File: src/design/csa_pkg.sv
// shared types and codes for the consensus acceptor
// no dependencies; imported by every module of the block
package csa_pkg;

    // default number of committed-value slots
    localparam int unsigned VALUE_SLOTS_DEF = 256;

    // message kinds
    localparam logic [1:0] CMD_PREPARE = 2'd0;
    localparam logic [1:0] CMD_ACCEPT  = 2'd1;
    localparam logic [1:0] CMD_DECIDE  = 2'd2;

    // register map, one 64-bit register every 8 bytes
    localparam int REG_IDX_W = 2;
    localparam int APB_AW    = REG_IDX_W + 3;
    localparam logic [REG_IDX_W-1:0] REG_OWN_NODE_ID     = 2'd0;
    localparam logic [REG_IDX_W-1:0] REG_START_COMMITTED = 2'd1;
    localparam logic [REG_IDX_W-1:0] REG_INITIAL_VALUE   = 2'd2;

    typedef struct packed {
        logic [15:0] own_node_id;
        logic        start_committed;
        logic [63:0] initial_value;
    } cfg_t;

    typedef struct packed {
        logic [1:0]  cmd;
        logic [31:0] request_instance;
        logic [31:0] request_round;
        logic [15:0] request_node;
        logic [63:0] request_value;
    } req_t;

    typedef struct packed {
        logic        granted;
        logic        stale;
        logic [31:0] reply_round;
        logic [15:0] reply_node;
        logic [63:0] reply_value;
        logic        reply_value_valid;
        logic        committed;
        logic [31:0] commit_instance;
        logic [63:0] commit_value;
    } res_t;

endpackage

File: src/design/csa_regs.sv
// configuration registers behind the apb port
// depends on csa_pkg; raises a one-cycle init request after each register write
module csa_regs (
    input  logic                       aclk,
    input  logic                       aresetn,
    input  logic                       psel,
    input  logic                       penable,
    input  logic                       pwrite,
    input  logic [csa_pkg::APB_AW-1:0] paddr,
    input  logic [63:0]                pwdata,
    output logic [63:0]                prdata,
    output logic                       pready,
    output csa_pkg::cfg_t              cfg,
    output logic                       init
);
    import csa_pkg::*;

    cfg_t                 cfg_reg, cfg_next;
    logic                 init_reg, init_next;
    logic                 wr_en;
    logic [REG_IDX_W-1:0] reg_idx;

    assign pready  = 1'b1;
    assign wr_en   = psel && penable && pwrite;
    assign reg_idx = paddr[APB_AW-1:3];

    // register write decode
    always_comb begin
        cfg_next  = cfg_reg;
        init_next = 1'b0;
        if (wr_en) begin
            case (reg_idx)
                REG_OWN_NODE_ID: begin
                    cfg_next.own_node_id = pwdata[15:0];
                    init_next            = 1'b1;
                end
                REG_START_COMMITTED: begin
                    cfg_next.start_committed = pwdata[0];
                    init_next                = 1'b1;
                end
                REG_INITIAL_VALUE: begin
                    cfg_next.initial_value = pwdata;
                    init_next              = 1'b1;
                end
                default: begin
                    init_next = 1'b0;
                end
            endcase
        end
    end

    always_ff @(posedge aclk) begin
        if (!aresetn) begin
            cfg_reg  <= '0;
            init_reg <= 1'b0;
        end else begin
            cfg_reg  <= cfg_next;
            init_reg <= init_next;
        end
    end

    // read mux
    always_comb begin
        case (reg_idx)
            REG_OWN_NODE_ID:     prdata = {48'd0, cfg_reg.own_node_id};
            REG_START_COMMITTED: prdata = {63'd0, cfg_reg.start_committed};
            REG_INITIAL_VALUE:   prdata = cfg_reg.initial_value;
            default:             prdata = '0;
        endcase
    end

    assign cfg  = cfg_reg;
    assign init = init_reg;

endmodule

File: config.mk
export PLATFORM = sky130hd
export DESIGN_NAME = csa_regs
export DESIGN_NICKNAME = d
export VERILOG_FILES = /design/src/design/csa_pkg.sv /design/src/design/csa_regs.sv
export SDC_FILE = /design/constraint.sdc
export NUM_CORES = 1
export LEC_CHECK = 0
export ABC_AREA = 1
export BUFFER_PORTS_ARGS = -buffer_cell sky130_fd_sc_hd__buf_2
export CELL_PAD_IN_SITES_DETAIL_PLACEMENT = 1
export CELL_PAD_IN_SITES_GLOBAL_PLACEMENT = 1
export CORE_ASPECT_RATIO = 1.75
export CORE_MARGIN = 2
export CORE_UTILIZATION = 32
export CTS_CLUSTER_DIAMETER = 30
export DETAILED_ROUTE_END_ITERATION = 7
export PLACE_DENSITY = 0.95
export SYNTH_ARGS = -nofsm -noshare
export SYNTH_HDL_FRONTEND = slang
export SYNTH_SLANG_ARGS = --single-unit
export TNS_END_PERCENT = 50
File: constraint.sdc
create_clock -name aclk -period 2.2 [get_ports aclk]
set_input_delay 0.22 -clock aclk [delete_from_list [all_inputs] [get_ports aclk]]
set_output_delay 0.22 -clock aclk [all_outputs]
set_load 0.03 [all_outputs]
==> impl_metrics.py <==
metrics = {
    "floorplanning": {
        "die_y_um": 154,
        "coreArea_um2": 12500,
        "initial_core_util_pct": 32.8,
        "ios": 221,
        "die_w_um": 89.6,
        "rows": 54,
        "die-area_um2": 13800,
    },
    "logic_synthesis": {
        "yosys_warnings": 0,
        "yosys-top-cells-area": "dfxtp_1 40%, nor2_1 19%, inv_1 10%",
        "synth.avg_cell_area_um2": 6.39,
        "netlist.area_leader.share_pct": 40.0,
        "postSynthCellCount": 642,
        "synth_fp_nets": 716,
        "syn_area_um2": 4100,
        "yosysSeqAreaShare_pct": 40.0,
        "yosysUniqueCellTypes": 19,
        "synth.largest_area_cell": "dfxtp_1",
        "synth-seq-cells": 82,
    },
    "clocking": {
        "ctsHoldBuffers": 0,
        "path_clk_slew_ns": 0.06,
        "cts_tree": "built",
        "cts_resized": 0,
        "post_cts_buffers": 0,
        "clk_latency_ns": 0.32,
        "htree_num_levels": 3,
        "cts_buffer_depth": 2,
        "numCtsBuffers": 9,
        "cts_sinks": 82,
        "cts_root_buf": "clkbuf_16",
    },
    "placement": {
        "dp_cells": 995,
        "gp_congestion": 0.763,
        "detailed_place_hpwl_mm": 10.5,
        "portBuffers": 216,
    },
    "power": {
        "power_switching_w": 0.000924,
        "p_sw_share_pct": 27.3,
        "pwr_density_cell_nw_per_um2": 618,
        "max-vdd-ir-drop_v": 0.000320,
        "internal-power_w": 0.00246,
        "share_comb_of_total_power_pct": 13.4,
        "power.leakage_nw": 2.98,
        "p_seq_share_pct": 45.7,
        "total_power_w": 0.00338,
        "clkPwrFrac_pct": 41.0,
    },
    "grt": {
        "antenna_found_initial": 1,
        "grt_max_degree": 83,
        "use_met3_pct": 3.65,
        "grt_pass1_wl_mm": 22.3,
        "grt_pass1_vias": 4600,
        "grt.busiest_layer": "met2",
        "grt_overflow": 0,
        "grt_util_all_layers_pct": 20.6,
        "grt_util_met1_pct": 21.8,
        "use_met2_pct": 38.9,
    },
    "critical_path": {
        "critPathCaptureType": "output pin",
        "worstPathCellList": "buf_2, inv_2, nand2_2, buf_4, nor2_1, buf_2",
        "cp.required_ns": 1.98,
        "cp-startpoint": "paddr[3]",
        "critical-path-slowest-cell": "buf_4",
        "cp.arrival_ns": 1.48,
        "startpoint_type": "input pin",
        "crit_type": "input pin to output pin",
        "critPathMostFrequentCell": "buf_2",
        "cp_slowest_stage_delay_ns": 0.42,
        "rr_startpoint": "cfg[18]",
        "worst-path-max-fanout": 33,
    },
    "cells_and_area": {
        "layout-area-overhead-vs-synth_pct": 33.4,
        "largest_register_ffs": 81,
        "final_cell_mix": "216 x buf_2, 211 x nor2_1, 112 x inv_1",
        "final_common_cell": "buf_2",
        "layout-drive-gt1-share_pct": 29.7,
        "stdcell_count": 1012,
        "num-nets-final": 912,
    },
    "route": {
        "wire_per_inst_um": 13.9,
        "drt_iter0_drc": 169,
        "vias": 4579,
        "drt_pass1_iterations": 4,
        "wl_mm": 14.1,
        "ant_nets": 0,
        "drcViolationCount": 0,
        "avgViaCountPerCell": 4.52,
    },
    "hold_path": {
        "hp-start": "pwdata[40]",
        "min_path_type": "input pin to flip-flop",
    },
    "sta": {
        "maxClockFrequency_mhz": 588,
        "fin_skew_ns": 0,
        "rsz0062_at_grt": "false",
        "min_period_over_period_pct": 77.3,
        "period_needed_ns": 1.70,
        "hold_viol_final": 0,
        "final-setup-viol-count": 0,
        "fin_setup_tns_ns": 0,
        "slew_viol_final": 0,
    },
    "run": {
        "maxCapViolCount": 0,
    },
    "outcome": {
        "status": "finished clean",
    },
}
logic make-up (layout without fill, tap and decap cells):
family / after synthesis / after routing / synth area share (%)
AND/OR/NAND/NOR: 386 / 386 / 39.0
buffers and inverters: 156 / 357 / 17.5
AO/OA/AOI/OAI: 17 / 17 / 3.44
flip-flops: 82 / 82 / 40.0
other: 1 / 2 / 0.0914
through the flow:
step                      util [%]  area (um^2)  hold slack [ns]  setup WS, ns
after floorplan                  -         4100            0.440         0.860
after global placement        41.6         5200            0.483         0.560
after detailed placement      41.6         5200            0.494         0.475
after CTS                     43.8         5470            0.197         0.475
after global routing          43.8         5480            0.213         0.380
final                         43.8         5480            0.209         0.500
path summary, 6_finish.rpt:
check / slack, ns / end / cells after the start
worst max-delay path: 0.50 / prdata[27] / 6
worst min-delay path: 0.21 / cfg[40] / 5
worst max register to register: 1.54 / cfg[18] / 2
worst min register to register: 0.50 / cfg[60] / 2
routing by layer:
layer	routed length (um)	up-vias
li1	-	2289
met1	5400	2141
met2	7760	134
met3	655	15
met4	245	0
met5	0	-
power by group through the flow:
stage	Combinational, W	Sequential (W)	Clock [W]
2_1_floorplan	0.000247	0.00164	0
3_3_place_gp	0.000440	0.00158	0
3_5_place_dp	0.000457	0.00158	0
4_1_cts	0.000458	0.00154	0.00143
5_1_grt	0.000504	0.00155	0.00150
6_report	0.000453	0.00154	0.00139
critical path, delay by kind of cell:
kind                   cells  cell delay [ns]
and+or+nand+nor            2             0.43
buffers and inverters      4             0.81
final cells by class:
cell class              instances  area (um^2)
clock buffers                  12          246
repair buffers                226         1170
inverters                     115          432
flip-flops and latches         82         1640
multi-input cells             404         1750
diodes                          1         2.50
clock inverters                 4         27.5
fillers                      1759         7020
well taps                     168          210
cell usage after synthesis:
| library cell | count |
|---|---|
| a21oi_1 | 1 |
| a22o_1 | 15 |
| buf_1 | 7 |
| buf_2 | 16 |
| buf_4 | 4 |
| buf_6 | 13 |
| clkbuf_1 | 1 |
| conb_1 | 1 |
| dfxtp_1 | 82 |
| inv_1 | 112 |
| inv_2 | 3 |
| nand2_1 | 86 |
| nand2_2 | 1 |
| nand3_1 | 82 |
| nand3_2 | 1 |
| nor2_1 | 212 |
| nor2_4 | 3 |
| nor2_8 | 1 |
| o21ai_0 | 1 |
Power figures use the tool's default switching activity.
