<file path="src/design/csa_pkg.sv">
// shared types and codes for the consensus acceptor
// no dependencies; imported by every module of the block
package csa_pkg;

    // default number of committed-value slots
    localparam int unsigned VALUE_SLOTS_DEF = 256;

    // message kinds
    localparam logic [1:0] CMD_PREPARE = 2'd0;
    localparam logic [1:0] CMD_ACCEPT  = 2'd1;
    localparam logic [1:0] CMD_DECIDE  = 2'd2;

    // register map, one 64-bit register every 8 bytes
    localparam int REG_IDX_W = 2;
    localparam int APB_AW    = REG_IDX_W + 3;
    localparam logic [REG_IDX_W-1:0] REG_OWN_NODE_ID     = 2'd0;
    localparam logic [REG_IDX_W-1:0] REG_START_COMMITTED = 2'd1;
    localparam logic [REG_IDX_W-1:0] REG_INITIAL_VALUE   = 2'd2;

    typedef struct packed {
        logic [15:0] own_node_id;
        logic        start_committed;
        logic [63:0] initial_value;
    } cfg_t;

    typedef struct packed {
        logic [1:0]  cmd;
        logic [31:0] request_instance;
        logic [31:0] request_round;
        logic [15:0] request_node;
        logic [63:0] request_value;
    } req_t;

    typedef struct packed {
        logic        granted;
        logic        stale;
        logic [31:0] reply_round;
        logic [15:0] reply_node;
        logic [63:0] reply_value;
        logic        reply_value_valid;
        logic        committed;
        logic [31:0] commit_instance;
        logic [63:0] commit_value;
    } res_t;

endpackage

</file>
<file path="src/design/csa_core.sv">
// acceptor state and per-message decision
// depends on csa_pkg; state advances only when a word leaves the decision stage
module csa_core (
    input  logic          aclk,
    input  logic          aresetn,
    input  logic          init,
    input  csa_pkg::cfg_t cfg,
    input  logic          fire,
    input  csa_pkg::req_t req,
    input  logic          rd_present,
    input  logic [63:0]   rd_value,
    output csa_pkg::res_t res
);
    import csa_pkg::*;

    logic [31:0] highest_reg, highest_next;
    logic [31:0] prom_round_reg, prom_round_next;
    logic [15:0] prom_node_reg, prom_node_next;
    logic [31:0] acc_round_reg, acc_round_next;
    logic [15:0] acc_node_reg, acc_node_next;
    logic [63:0] acc_value_reg, acc_value_next;
    logic        acc_present_reg, acc_present_next;
    logic        stale;
    logic        prep_ok;
    logic        acc_ok;

    assign stale   = req.request_instance <= highest_reg;
    // proposal order: round first, node id second
    assign prep_ok = (req.request_round > prom_round_reg)
                  || ((req.request_round == prom_round_reg)
                      && (req.request_node > prom_node_reg));
    assign acc_ok  = (req.request_round > prom_round_reg)
                  || ((req.request_round == prom_round_reg)
                      && (req.request_node >= prom_node_reg));

    // decision and next state
    always_comb begin
        highest_next     = highest_reg;
        prom_round_next  = prom_round_reg;
        prom_node_next   = prom_node_reg;
        acc_round_next   = acc_round_reg;
        acc_node_next    = acc_node_reg;
        acc_value_next   = acc_value_reg;
        acc_present_next = acc_present_reg;
        res              = '0;
        case (req.cmd)
            CMD_PREPARE: begin
                if (stale) begin
                    res.stale             = 1'b1;
                    res.reply_value_valid = rd_present;
                    res.reply_value       = rd_present ? rd_value : 64'd0;
                end else if (prep_ok) begin
                    prom_round_next       = req.request_round;
                    prom_node_next        = req.request_node;
                    res.granted           = 1'b1;
                    res.reply_round       = acc_round_reg;
                    res.reply_node        = acc_node_reg;
                    res.reply_value_valid = acc_present_reg;
                    res.reply_value       = acc_present_reg ? acc_value_reg : 64'd0;
                end
            end
            CMD_ACCEPT: begin
                if (stale) begin
                    res.stale = 1'b1;
                end else if (acc_ok) begin
                    acc_round_next   = req.request_round;
                    acc_node_next    = req.request_node;
                    acc_value_next   = req.request_value;
                    acc_present_next = 1'b1;
                    res.granted      = 1'b1;
                end
            end
            CMD_DECIDE: begin
                if (stale) begin
                    res.stale = 1'b1;
                end else begin
                    highest_next        = req.request_instance;
                    prom_round_next     = '0;
                    prom_node_next      = cfg.own_node_id;
                    acc_round_next      = '0;
                    acc_node_next       = cfg.own_node_id;
                    acc_value_next      = '0;
                    acc_present_next    = 1'b0;
                    res.committed       = 1'b1;
                    res.commit_instance = req.request_instance;
                    res.commit_value    = req.request_value;
                end
            end
            default: begin
                res = '0;
            end
        endcase
    end

    // state registers, re-initialized from the registers on init
    always_ff @(posedge aclk) begin
        if (!aresetn) begin
            highest_reg     <= '0;
            prom_round_reg  <= '0;
            prom_node_reg   <= '0;
            acc_round_reg   <= '0;
            acc_node_reg    <= '0;
            acc_value_reg   <= '0;
            acc_present_reg <= 1'b0;
        end else if (init) begin
            highest_reg     <= {31'd0, cfg.start_committed};
            prom_round_reg  <= '0;
            prom_node_reg   <= cfg.own_node_id;
            acc_round_reg   <= '0;
            acc_node_reg    <= cfg.own_node_id;
            acc_value_reg   <= '0;
            acc_present_reg <= 1'b0;
        end else if (fire) begin
            highest_reg     <= highest_next;
            prom_round_reg  <= prom_round_next;
            prom_node_reg   <= prom_node_next;
            acc_round_reg   <= acc_round_next;
            acc_node_reg    <= acc_node_next;
            acc_value_reg   <= acc_value_next;
            acc_present_reg <= acc_present_next;
        end
    end

endmodule

</file>
<file path="config.mk">
export PLATFORM = sky130hd
export DESIGN_NAME = csa_core
export DESIGN_NICKNAME = d
export VERILOG_FILES = /design/src/design/csa_pkg.sv /design/src/design/csa_core.sv
export SDC_FILE = /design/constraint.sdc
export NUM_CORES = 1
export LEC_CHECK = 0
export ABC_AREA = 0
export BUFFER_PORTS_ARGS = -buffer_cell sky130_fd_sc_hd__buf_2
export CORE_AREA = 2 2 198 200
export CTS_BUF_LIST = sky130_fd_sc_hd__clkbuf_2
export DETAILED_ROUTE_END_ITERATION = 8
export DIE_AREA = 0 0 200 202
export RECOVER_POWER = 100
export SYNTH_ARGS = -nofsm -noshare
export SYNTH_HDL_FRONTEND = slang
export SYNTH_SLANG_ARGS = --single-unit
</file>
<file path="constraint.sdc">
create_clock -name aclk -period 4.1 [get_ports aclk]
set_clock_uncertainty 0.15 [all_clocks]
set_input_delay 0.41 -clock aclk [delete_from_list [all_inputs] [get_ports aclk]]
set_output_delay 0.41 -clock aclk [all_outputs]
set_load 0.005 [all_outputs]
</file>
==> summary.md, run 1 <==
| Metric | Value |
|---|---|
| 1st-pass router iterations | 5 |
| Clock sinks | 193 |
| GRT busiest layer | met2 |
| Gr ovfl total | 0 |
| PnR worst setup slack | -0.2225 ns |
| Number of flip-flops in the largest register | 64 |
| CTS tree | built |
| Die H | 202 um |
| IR drop worst, VDD | between 0.00015 and 0.0002 V |
| Final GP Congestion | 0.8815 |
| RSZ-0062 raised after global routing | yes |
| CP max FO | 8 |
| Avg WL per Cell | 20.90 um |
| Initial Util | 0.3063 |
| Crit Reg-Reg Endpoint | acc_round_reg[2]$_SDFFE_PP0P_ |
| Number of flops mapped to enable cells by yosys | 0 |
| I/O Pins | 508 |
| DR vias/cell | ~5.3 |
| Hold Fails Final Rpt | 0 |
| Worst hold path class | in2reg |
| Met1 Track Usage GR | 0.2921 |
| Clk_lat worst skew | 0.93 ns |
| Overall die width | 200 um |
| Post-synthesis register bit count | roughly 190 |
| Post-layout min period | between 4 and 5 ns |
| Synth Flop Type | dfxtp_1 |
| CTS Buf Count | 17 |
| Global-route wire length before repair | 78360 um |
| Fill count | 3293 |
| Mean Syn Cell Area | 8.323 um^2 |
| Synth async-reset ratio | 0 |
| Distinct cells, synth | between 50 and 60 |
| Die footprint | approximately 40000 um^2 |
| # H-tree levels | 4 |
| Synthesized area | roughly 12000 um^2 |
| Routed Antenna Nets | 0 |
| Routed vias | 14181 |
| Core area | 38290 um^2 |
| Total chip power | 4.311 mW |
| Post-Route WL | around 56000 um |
| Vias in the first global route | ~14000 |
| Nets | 2504 |
| Area Growth Syn to Fin | 71.93% |
| Port bufs | 443 |
| CP Capture Type | primary output |
| HPWL Detailed | 30680 um |
| PD cells | 213.8 nW/um^2 |
| Outcome | finished with violations |
| DRC Markers | 0 |
| Worst reg-to-reg path cell count | 13 |
| Clock-pin slew on the worst setup and hold paths | 0.34 ns |
| GRT Util Overall | 0.2539 |
| Tightest Pin Transition | 1.154 ns |
| Initial DRC count | 922 |
| Share of cells above drive strength 1 | 0.3804 |
| Endpoints failing setup | 174 |
| CP endpoint | res[105] |
| Worst EP required | 3.54 ns |
| Worst setup SP type | flop |
| Max_slew headroom | 0.2308 |
| Max capacitance violation total | 0 |
| Final worst path period share | 1.054 |
| Slew Viols, Final | 0 |
| Hold slack final | 0.1296 ns |
| Synthesis Warnings | 0 |
| Clk buf depth | 2 |
| Placed cells | 2285 |
| Sequential share of the synthesized area | 0.3295 |
| CTS Root Cell | clkbuf_2 |
| Failing checks | setup timing |
| Net count after synthesis | 1785 |
| WS Path Type | reg2out |
| Post-route insts no fill | around 2700 |
| R2R Setup Slk | -0.11 ns |
| Initial antenna violation count | 6 |
| Mapped Cells | about 1400 |
| Worst r2r src | highest_reg[2]$_SDFFE_PP0P_ |
| Critical path data arrival time | ~3.8 ns |
| Met2 Usage GRT | 0.4283 |
| Hold path start | req[106] |
| Leakage | 8.727 nW |
| Worst Setup SP | highest_reg[2]$_SDFFE_PP0P_ |
| Commonest cells after routing, fill and taps aside | buf_2, inv_1, dlygate4sd3_1 |
| FMAX | 231.3 MHz |
| Setup TNS Final | -18.00 ns |
| Met3 Usage GRT | 0.04856 |
| Row count | 72 |
| Commonest non-fill, non-tap cell in the layout | buf_2 |
| Largest net degree at the start of global routing | 97 |
[cell families (layout without fill, tap and decap cells)]
| family | after synthesis | in the layout | synth area share |
|---|---|---|---|
| buffers and inverters | 394 | 1124 | 0.1326 |
| AND/OR/NAND/NOR | 341 | 342 | 0.1633 |
| other | 0 | 8 | 0 |
| adder cells (fa/ha/maj) | 80 | 80 | 0.08535 |
| flip-flops | 193 | 193 | 0.3295 |
| multiplexers | 48 | 48 | 0.04097 |
| AO/OA/AOI/OAI | 353 | 353 | 0.2483 |
[worst min path at each step]
stage / to / slack, ns / cells after the start
4_1_cts: acc_value_reg[33]$_SDFFE_PP0P_ / 0.0001 / 4
3_3_place_gp: prom_node_reg[5]$_SDFFE_PN0P_ / 0.30 / 2
3_5_place_dp: prom_node_reg[6]$_SDFFE_PN0P_ / 0.31 / 2
2_1_floorplan: prom_node_reg[10]$_SDFFE_PN0P_ / 0.29 / 2
5_1_grt: acc_round_reg[26]$_SDFFE_PP0P_ / 0.05 / 4
6_report: acc_round_reg[26]$_SDFFE_PP0P_ / 0.13 / 4
[metrics by stage]
step	util	area (um^2)	worst slack [ns]
5_1_grt	0.5264	20160	-0.3988
6_report	0.5266	20160	-0.2225
2_1_floorplan	-	11730	0.8581
3_5_place_dp	0.3787	14500	0.3454
3_3_place_gp	0.3787	14500	0.4131
4_1_cts	0.4950	18950	-0.3397
[layer usage]
layer / wire (um) / vias up
met5: 0 / -
met2: 26940 / 740
li1: - / 6502
met3: 3583 / 208
met4: 3549 / 0
met1: 21640 / 6731
[worst max-delay path, cell delays in order (launching register included)]
cell and delay, ns:
dfxtp_2 0.40, inv_1 0.05, ha_1 0.31, and4_4 0.23, or4b_4 0.46, and2_4 0.15, o31a_4 0.12, nor2_4 0.19
buf_6 0.14, nor4_4 0.04, buf_6 0.15, buf_12 0.15, clkbuf_16 0.18, a22o_1 0.19, buf_2 0.12
[Yosys cell counts, types with 2 or more instances]
library cell / count / area share
and2_1: 49 / 0.026
a21o_1: 5 / 0.0032
dfxtp_1: 193 / 0.33
o32ai_2: 20 / 0.028
nand3_1: 7 / 0.0030
and4_1: 6 / 0.0045
a221o_1: 3 / 0.0026
buf_6: 6 / 0.0058
ha_1: 80 / 0.085
a41oi_1: 3 / 0.0022
a22o_1: 65 / 0.049
o21a_1: 3 / 0.0019
nor2b_1: 6 / 0.0032
o41a_1: 16 / 0.015
o32ai_1: 76 / 0.057
nor2_1: 42 / 0.013
inv_1: 275 / 0.088
nand2_1: 33 / 0.011
mux2i_1: 48 / 0.041
clkbuf_1: 72 / 0.023
nor3_1: 72 / 0.031
buf_1: 14 / 0.0045
a22oi_1: 2 / 0.0013
a21oi_1: 63 / 0.027
nor4_1: 34 / 0.018
o221a_2: 16 / 0.015
a221oi_1: 2 / 0.0015
or3_1: 16 / 0.0085
nand4_1: 48 / 0.026
buf_2: 25 / 0.011
o211ai_1: 18 / 0.012
o31a_1: 2 / 0.0015
nand2b_1: 18 / 0.0096
nand4_2: 3 / 0.0032
o21ai_0: 44 / 0.019
[timing repair]
| item | CTS | global route |
|---|---|---|
| gates cloned | 25 | 11 |
| hold buffers | 252 | 0 |
| pin swaps | 28 | 71 |
| buffers inserted | 35 | 27 |
| setup endpoints to repair | 211 | 211 |
| gates resized for setup | 147 | 206 |
| endpoints found under the hold margin | 193 | 0 |
[report_power, final]
part | switching [mW] | internal, mW | total [mW]
sequential | 0.0233 | 1.93 | 1.95
clock | 0.750 | 0.219 | 0.969
combinational | 0.701 | 0.687 | 1.39
[cell type report]
cell class	instances	area (um^2)	share of cell area
Timing Repair Buffer	816	6733	0.3339
Inverter	277	1040	0.05157
Clock inverter	14	116.4	0.005771
Multi-Input combinational cell	823	7604	0.3771
Tap cell	518	648.1	0.03214
Sequential cell	193	3918	0.1943
Clock buffer	17	85.08	0.004220
Antenna cell	8	20.02	0.0009929
No activity file was read; power rests on OpenSTA's default activity.
==> run 2: changes to the inputs <==
PLACE_DENSITY_LB_ADDON = 0.12   (was not set)
==> summary.md, run 2 (same netlist as run 1, synthesis figures left out) <==
| Metric | Value |
|---|---|
| Worst Setup SP | highest_reg[5]$_SDFFE_PP0P_ |
| PD cells | 224.7 nW/um^2 |
| DRC Markers | 0 |
| Core area | 38290 um^2 |
| CTS tree | built |
| Worst EP required | between 3 and 4 ns |
| Final worst path period share | 1.021 |
| Failing checks | setup timing |
| Total chip power | 4.067 mW |
| DR vias/cell | about 5.0 |
| Tightest Pin Transition | 1.123 ns |
| 1st-pass router iterations | 5 |
| PnR worst setup slack | -0.08492 ns |
| IR drop worst, VDD | 0.0001327 V |
| WS Path Type | reg2out |
| Worst hold path class | in2reg |
| Die H | 202 um |
| Endpoints failing setup | 61 |
| Final GP Congestion | 0.8540 |
| Placed inst area | 14590 um^2 |
| Outcome | finished with violations |
| Met2 Usage GRT | 0.3898 |
| Met3 Usage GRT | 0.03054 |
| Global-route wire length before repair | slightly below 70000 um |
| Worst r2r src | highest_reg[11]$_SDFFE_PP0P_ |
| Commonest cells after routing, fill and taps aside | buf_2, inv_1, dlygate4sd3_1 |
| CP max FO | 16 |
| Commonest non-fill, non-tap cell in the layout | buf_2 |
| GRT busiest layer | met2 |
| Post-Route WL | 48280 um |
| Overall die width | 200 um |
| Hold slack final | approximately 0.14 ns |
| Area Growth Syn to Fin | 54.36% |
| WP depth | 13 |
| Final core utilization | 0.4728 |
| Routed vias | 12742 |
| I/O Pins | 508 |
| Avg WL per Cell | 18.81 um |
| Buf/Inv on CP | 6 |
| Max capacitance violation total | 0 |
| RSZ-0062 raised after global routing | yes |
| Hold path start | init |
| Clock-pin slew on the worst setup and hold paths | 0.31 ns |
| Initial antenna violation count | 5 |
| CTS Root Cell | clkbuf_2 |
| Met1 Track Usage GR | 0.2791 |
| Slew Viols, Final | 0 |
| Hold Fails Final Rpt | 0 |
| HPWL Detailed | 31920 um |
| Largest net degree at the start of global routing | 90 |
| Worst setup SP type | flop |
| Worst reg-to-reg path cell count | 11 |
| Clk_lat worst skew | ~0.85 ns |
| Row count | 72 |
| GRT Util Overall | 0.2247 |
| Max_slew headroom | 0.2510 |
| Initial DRC count | ~570 |
| Initial Util | 0.3063 |
| CTS Buf Count | 17 |
| Clock sinks | 193 |
| Leakage | 8.062 nW |
| Nets | 2408 |
| R2R Setup Slk | 0.17 ns |
| CP cell instances | inv_1 > ha_4 > nand4_1 > buf_4 > a2111oi_4 > o31a_4 > nor2_4 > buf_6 > nor4_4 > buf_12 > clkbuf_16 > a22o_1 > buf_2 |
| Crit Reg-Reg Endpoint | highest_reg[0]$_SDFFE_PN0P_ |
| Number of flip-flops in the largest register | 64 |
| Share of cells above drive strength 1 | 0.3521 |
| CP Capture Type | primary output |
| FMAX | 239.0 MHz |
| Vias in the first global route | 12167 |
| CP max-delay cell | dfxtp_2 |
| CP endpoint | res[161] |
| Top delay family on crit path | buffers and inverters |
| Critical path data arrival time | 3.62 ns |
| Slowest stage delay, CP | 0.40 ns |
| Setup TNS Final | -2.774 ns |
| Post-route cell area | 18100 um^2 |
| Hold Path Stages | 4 |
| Port bufs | 443 |
| Post-layout min period | 4.185 ns |
| Gr ovfl total | 0 |
| Die footprint | 40400 um^2 |
| # H-tree levels | 4 |
| Routed Antenna Nets | 0 |
| Clk buf depth | 2 |
==> run 2: routing by layer <==
layer | vias up | part of all wire
met3 | 69 | 0.041
met1 | 6026 | 0.43
met4 | 2 | 0.033
li1 | 6293 | -
met2 | 352 | 0.50
met5 | - | 0.00015
==> run 2: area by class of cell <==
| cell class | instances | area [um^2] |
|---|---|---|
| Antenna cell | 4 | 10.01 |
| Clock buffer | 17 | 85.08 |
| Clock inverter | 15 | 152.6 |
| Fill cell | 3784 | 20180 |
| Inverter | 277 | 1040 |
| Multi-Input combinational cell | 822 | 6828 |
| Sequential cell | 193 | 3909 |
| Tap cell | 518 | 648.1 |
| Timing Repair Buffer | 721 | 5430 |
==> run 2: power by group <==
group	total, mW	switching (mW)	internal [mW]	leakage [nW]
Sequential	1.95	0.0210	1.93	1.58
Clock	1.01	0.763	0.245	0.143
Combinational	1.11	0.565	0.544	6.34
==> run 2: stage by stage <==
step,worst slack (ns),cells
2_1_floorplan,0.8581,1409
3_3_place_gp,0.2816,2295
3_5_place_dp,0.2676,2295
4_1_cts,-0.2806,2537
5_1_grt,-0.3460,2567
6_report,-0.08492,2567
==> run 2: worst min path at each step <==
stage	to	slack [ns]
2_1_floorplan	prom_node_reg[10]$_SDFFE_PN0P_	0.29
3_3_place_gp	prom_node_reg[14]$_SDFFE_PN0P_	0.30
3_5_place_dp	prom_node_reg[14]$_SDFFE_PN0P_	0.30
4_1_cts	prom_node_reg[10]$_SDFFE_PN0P_	0.001
5_1_grt	acc_round_reg[30]$_SDFFE_PP0P_	0.06
6_report	prom_node_reg[0]$_SDFFE_PN0P_	0.14
==> run 2: timing repair <==
| action | 4_1_cts | 5_1_grt |
|---|---|---|
| endpoints found under the setup margin | 211 | 211 |
| gates cloned | 7 | 9 |
| hold buffers | 190 | 0 |
| hold endpoints to repair | 193 | 0 |
| pin swaps | 34 | 34 |
| setup buffers | 13 | 20 |
| gates resized for setup | 63 | 99 |
==> run 2: worst min-delay path, delay by kind of cell <==
kind            cells  cell delay [ns]
compound gates      1             0.06
buf+inv             2             0.51
mux                 1             0.14
